### src/rtl/mtwg_pkg.sv
// Shared types, constants and the output tempering function of the MT19937 word generator.
`default_nettype none

package mtwg_pkg;

  localparam int unsigned STATE_WORDS_DEF  = 624;
  localparam int unsigned SHIFT_OFFSET_DEF = 397;
  localparam int unsigned WORD_W           = 32;

  localparam logic [WORD_W-1:0] TWIST_MATRIX = 32'h9908_b0df;
  localparam logic [WORD_W-1:0] TEMPER_B     = 32'h9d2c_5680;
  localparam logic [WORD_W-1:0] TEMPER_C     = 32'hefc6_0000;
  localparam logic [WORD_W-1:0] SEED_MULT    = 32'd1812433253;
  localparam logic [WORD_W-1:0] DEFAULT_SEED = 32'd5489;

  localparam logic REQ_SEED = 1'b0;
  localparam logic REQ_GEN  = 1'b1;

  typedef struct packed {
    logic              gen;
    logic [WORD_W-1:0] seed;
  } cmd_t;

  function automatic logic [WORD_W-1:0] temper(input logic [WORD_W-1:0] y_in);
    logic [WORD_W-1:0] y;
    y = y_in;
    y = y ^ (y >> 11);
    y = y ^ ((y << 7) & TEMPER_B);
    y = y ^ ((y << 15) & TEMPER_C);
    y = y ^ (y >> 18);
    return y;
  endfunction

endpackage

`default_nettype wire

### src/rtl/mtwg_fifo.sv
// Two-entry queue used for the request front end and the result side.
`default_nettype none

module mtwg_fifo import mtwg_pkg::*; #(
  parameter int unsigned WIDTH = WORD_W
) (
  input  wire logic             clk,
  input  wire logic             rst_n,
  input  wire logic             push,
  output logic                  full,
  input  wire logic [WIDTH-1:0] wdata,
  input  wire logic             pop,
  output logic                  empty,
  output logic      [WIDTH-1:0] rdata
);

  logic [WIDTH-1:0] data_r [2];
  logic             wp_r;
  logic             rp_r;
  logic [1:0]       cnt_r;
  logic             do_push;
  logic             do_pop;

  assign full    = (cnt_r == 2'd2);
  assign empty   = (cnt_r == 2'd0);
  assign do_push = push && !full;
  assign do_pop  = pop && !empty;
  assign rdata   = data_r[rp_r];

  always_ff @(posedge clk) begin
    if (do_push) begin
      data_r[wp_r] <= wdata;
    end
  end

  always_ff @(posedge clk) begin
    if (!rst_n) begin
      wp_r  <= 1'b0;
      rp_r  <= 1'b0;
      cnt_r <= 2'd0;
    end else begin
      if (do_push) begin
        wp_r <= ~wp_r;
      end
      if (do_pop) begin
        rp_r <= ~rp_r;
      end
      case ({do_push, do_pop})
        2'b10:   cnt_r <= cnt_r + 2'd1;
        2'b01:   cnt_r <= cnt_r - 2'd1;
        default: cnt_r <= cnt_r;
      endcase
    end
  end

endmodule

`default_nettype wire

### config.mk
export PLATFORM = sky130hd
export DESIGN_NAME = mtwg_fifo
export DESIGN_NICKNAME = d
export VERILOG_FILES = /design/src/rtl/mtwg_pkg.sv /design/src/rtl/mtwg_fifo.sv
export SDC_FILE = /design/constraint.sdc
export NUM_CORES = 1
export LEC_CHECK = 0
export ABC_AREA = 1
export ABC_CLOCK_PERIOD_IN_PS = 2800
export BUFFER_PORTS_ARGS = -buffer_cell sky130_fd_sc_hd__buf_4
export CORE_MARGIN = 4
export CORE_UTILIZATION = 30
export DETAILED_ROUTE_END_ITERATION = 8
export SETUP_SLACK_MARGIN = 0.3
export SYNTH_ARGS = -nofsm -noshare
export SYNTH_HDL_FRONTEND = slang
export SYNTH_SLANG_ARGS = --single-unit
export TNS_END_PERCENT = 100
### constraint.sdc
create_clock -name clk -period 2.8 [get_ports clk]
set_input_delay 0.28 -clock clk [delete_from_list [all_inputs] [get_ports clk]]
set_output_delay 0.28 -clock clk [all_outputs]
set_load 0.03 [all_outputs]
Word level (Yosys, flattened, before mapping):

Memory sizes are Yosys's and may differ from the RTL's. A register that Yosys moved wholly into a read port is not among the register bits.
Index checks and enable logic that the tools add are counted.

* flip-flop bits (word level): 4
* RAM bits: 64
* logic and storage cells: 22
* input bits: 36
* memories kept: 1
* output and inout port bits: 34

Memories
* data_r: depth 2, bits a word 32, rd ports 1, clocked after Yosys merged registers in 1, wr ports 1, RTL line mtwg_fifo.sv:17 `logic [WIDTH-1:0] data_r [2];`

* reductions and logical operators: 6
* bitwise logic cells: 2
* $add $sub $neg: 2
* multiplexer cells: 5
* equal/unequal tests: 3

Operators by type and width (count)
* equality test 2 bit, second input constant: 2
* 2-to-1 mux 1 bit: 4
* one-hot mux 2 bit (2 select lines): 1
* adder 2 x 1 -> 2 bit, second input constant: 1
* equality test 2 x 1 -> 1 bit, second input constant: 1
* logical AND 1 bit: 2
* zero test 1 bit: 2
* zero test 2 bit: 1
* NOT 1 bit: 2
* nonzero test 2 bit: 1
* subtractor 2 x 1 -> 2 bit, second input constant: 1

Depth between registers and ports, before layout:

* word-level depth: 5
* mapped depth: 10
* gate-level depth less buffers: 10

Worst setup path before layout:

No wires, ideal clock.

* path kind: register -> register
* from: register cnt_r[0]
* to: memory data_r[0][0] in the netlist's numbering (enable)
* path buffers: 0
* library setup time: 421 ps
* required time: 2379 ps
* setup slack: 247 ps
* stages on the path, launching flop included: 5
* clock period less this slack: 2553 ps
* data arrival time: 2132 ps
* cell sequence: dfxtp_1 nor2_1 nor2_1 inv_1 nor2_1

* cells in the longest elaborated chain, start to end: 5

Ends and longest elaborated chain
* start: declaration: RTL line mtwg_fifo.sv:20 `logic [1:0] cnt_r;`
* start signal: assignment: RTL line mtwg_fifo.sv:49 `2'b10: cnt_r <= cnt_r + 2'd1;`
* start signal: assignment: RTL line mtwg_fifo.sv:50 `2'b01: cnt_r <= cnt_r - 2'd1;`
* start signal: assignment: RTL line mtwg_fifo.sv:51 `default: cnt_r <= cnt_r;`
* equality test 2 bit: RTL line mtwg_fifo.sv:24 `assign full = (cnt_r == 2'd2);`
* named net full: RTL line mtwg_fifo.sv:10 `output logic full,`
* zero test 1 bit: RTL line mtwg_fifo.sv:26 `assign do_push = push && !full;`
* logical AND 1 bit: RTL line mtwg_fifo.sv:26
* 2-to-1 mux 1 bit: RTL line mtwg_fifo.sv:31 `if (do_push) begin`
* 2-to-1 mux 1 bit (implied by the code): RTL line mtwg_fifo.sv:32 `data_r[wp_r] <= wdata;`
* end: declaration: RTL line mtwg_fifo.sv:17

The timed path passes the listed nets, and every way through them passes these cells.

==> metrics.md <==
| Metric | Value |
|---|---|
| Result of the run | `completed` |
| Post-synth top area share | `70.8%` |
| CTS-repair resized insts | `0` |
| Mean routed wirelength per cell | `between 10 and 15 µm` |
| Vias in the first global route | `approximately 1.5k` |
| Setup Slack @ Placement | `1.01 ns` |
| RSZ-0062 raised after global routing | `false` |
| Die Area | `roughly 11000 µm²` |
| Number of antenna violations at the first check in global routing | `0` |
| Post-CTS setup buffer count | `0` |
| Post-layout nets | `between 200 and 300` |
| Instance area at placement | `about 3300 µm²` |
| Worst setup path category | `reg -> out` |
| Vias/cell | `a little over 4` |
| Power density normalized to cell area | `~860 nW/µm²` |
| Wirelength, routed | `between 4000 and 5000 µm` |
| Synth area leader | `sky130_fd_sc_hd__edfxtp_1` |
| Cell types occupying the most area after synthesis | `sky130_fd_sc_hd__edfxtp_1 (71%), sky130_fd_sc_hd__mux2_4 (17%), sky130_fd_sc_hd__dfxtp_1 (3.7%)` |
| Number of nets produced by synthesis | `~180` |
| Number of failing setup endpoints in the final timing report | `0` |
| Growth of design area from synthesis to finish | `31.8%` |
| Wire length of the first global-routing pass | `slightly below 7000 µm` |
| Number of levels in the clock H-tree | `3` |
| Total of max-cap violations | `0` |
| Total buffers and inverters traversed by the critical path | `2` |
| I/O pin count | `70` |
| Maximum number of pins on one net before global-route repair | `33` |
| Number of buffers added by the clock tree synthesis step | `9` |
| Post-Synthesis Cells | `140` |
| Final estimated routing congestion in global placement | `slightly below 0.7` |
| Remaining max-slew budget at the tightest pin | `57.0%` |
| TritonRoute pass-1 iters | `4` |
| Fin. max-slew vios | `0` |
| Number of diodes added for antenna fixing | `0` |
| Post-synthesis mux area share | `between 10% and 20%` |
| Post-route DRC | `0` |
| Clock latency of the later-clocked register in the worst-skew pair | `~0.33 ns` |
| Synth Area in Compound Gates | `0.369%` |
| Post-route design area | `3580 µm²` |
| Min-Delay Path Class | `in -> reg` |
| Maximum fanout count along the critical path | `16` |
| Xor and xnor area share after synthesis | `0%` |
| Maximum achievable frequency | `approximately 480 MHz` |
| Slowest-stage cell, CP | `sky130_fd_sc_hd__dfxtp_2` |
| Delay contributed by the slowest stage of the critical path | `~0.65 ns` |
| Overall overflow remaining after global route | `0` |
| Clock tree buffer depth | `2` |
| Synth Area in Adders | `less than 1%` |
| Root Buffer Master | `sky130_fd_sc_hd__clkbuf_8` |
| Final Cycle Share | `approximately three quarters` |
| # hold bufs at CTS | `0` |
| CTS clk-pin slew, worst paths | `roughly 0.07 ns` |
| Number of clock sinks seen by CTS | `69` |
| Global-route usage over all layers | `a little under 9%` |
| Endpoint required time on the critical path | `2.52 ns` |
| Number of vias in the routed layout | `around 1.4k` |
| Flip-flop and latch count after synthesis | `69` |
| Kind of cell adding the most delay to the critical path | `flip-flops` |
| Final hold viol count | `0` |
| Chain of cells forming the critical path | `buf_4 -> mux2_4 -> buf_4` |
| Core area | `8760 µm²` |
| Combined area of all synthesized cells | `around 2700 µm²` |
| Number of violations reported at the end of detailed-routing iteration 0 | `9` |
| Core Util, Final | `40.8%` |
| Leak Pwr | `0.00144 µW` |
| Fraction of the yosys area taken by sequential cells | `approximately 74%` |
| Number of nets with antenna violations after routing | `0` |
| Data arrival, critical path | `around 1.8 ns` |
| Warnings, synthesis | `0` |
| Hold Slack | `approximately 0.13 ns` |
| Starting utilization of the core area | `a little under a third` |
| Combinational family with the most area after synthesis | `multiplexers` |
| Setup crit end kind | `output pin` |
| Fraction of the mapped netlist area in simple logic gates | `3.41%` |
| HPWL reported at the end of detailed placement | `between 3000 and 4000 µm` |
| Worst Max-Slew Pin Slew | `0.645 ns` |
| Synth unique cells | `16` |
| Share of post-route cells with drive strength above 1 | `between 50% and 60%` |
| Most prevalent standard cell on the critical path | `sky130_fd_sc_hd__buf_4` |
| Layout Skew | `0.00423 ns` |
| Die Wd | `about 100 µm` |
| Vertical die dimension | `approximately 100 µm` |
| VDD IR max | `between 300 and 400 µV` |
| Min setup slack post-route | `0.719 ns` |
| Syn Area/Cell | `between 15 and 20 µm²` |
| Kind of start point of the critical path | `flip-flop` |
| TritonCTS clock tree | `done` |
| IO Port Bufs | `69` |
| Setup TNS after final layout | `0 ns` |
| Tmin final | `around 2.1 ns` |
| Number of placement rows | `34` |
==> state kept, by name, indices dropped and copies added (netlist names), named ones only <==
signal,cells
data_r,64
rp_r,1
cnt_r,2
wp_r,1
==> synth_stat cells (all sizes together) <==
| cell type | n |
|---|---|
| a21oi | 1 |
| buf | 4 |
| dfxtp | 5 |
| edfxtp | 64 |
| ha | 1 |
| inv | 9 |
| mux2 | 32 |
| nand2 | 8 |
| nand3 | 1 |
| nand4 | 1 |
| nor2 | 13 |
| o21ai | 1 |
==> final timing paths <==
| kind | startpoint | end | slack (ns) | cells past startpoint |
|---|---|---|---|---|
| max | flip-flop | rdata[30] | 0.72 | 3 |
| min | wdata[23] | data_r[0][23] | 0.13 | 1 |
| max reg2reg | cnt_r[0] | data_r[1][30] | 1.03 | 5 |
| min reg2reg | rp_r | rp_r | 0.49 | 2 |
==> stage by stage <==
step,std cells,total power (µW)
after detailed placement,317,2180
after CTS,333,3120
after global routing,333,3210
after global placement,317,2170
after floorplan,140,1940
final,333,3060
==> logic make-up (layout without fill, tap and decap cells) <==
kind of cell    after synthesis  in the layout
flops                        69             69
mux                          32             32
fa+ha+maj                     1              1
buf+inv                      13             98
simple gates                 23             23
compound gates                2              2
==> cell type report <==
| type | count | area (µm²) |
|---|---|---|
| Multi-Input combinational cell | 58 | 596 |
| Inverter | 9 | 33.8 |
| Sequential cell | 69 | 2020 |
| Clock buffer | 11 | 131 |
| Tap cell | 108 | 135 |
| Fill cell | 808 | 5180 |
| Timing Repair Buffer | 73 | 561 |
| Clock inverter | 5 | 98.8 |
==> cells in the final DEF, fill, tap and decap left out, types with 3 or more instances in the layout <==
cell type                    n
sky130_fd_sc_hd__buf_4      72
sky130_fd_sc_hd__bufinv_16   3
sky130_fd_sc_hd__clkbuf_8    9
sky130_fd_sc_hd__dfxtp_1     4
sky130_fd_sc_hd__edfxtp_1   64
sky130_fd_sc_hd__inv_1       7
sky130_fd_sc_hd__mux2_4     30
sky130_fd_sc_hd__nand2_1     8
sky130_fd_sc_hd__nor2_1     11
==> where the power goes <==
| part | switching, µW | total [µW] | internal (µW) |
|---|---|---|---|
| logic | 449 | 820 | 371 |
| registers | 59.2 | 1320 | 1260 |
| clock network | 334 | 922 | 588 |
| total | 842 | 3060 | 2220 |
==> metal layers <==
metal	part of all wire [%]	global-route usage (%)	routed length, µm	vias up
li1	-	-	-	674
met1	41	10.0	1880	657
met2	49	14.4	2240	42
met3	7.6	3.18	348	7
met4	2.3	5.68	104	0
met5	0	0	0	-
(Power assumes the default switching activity.)
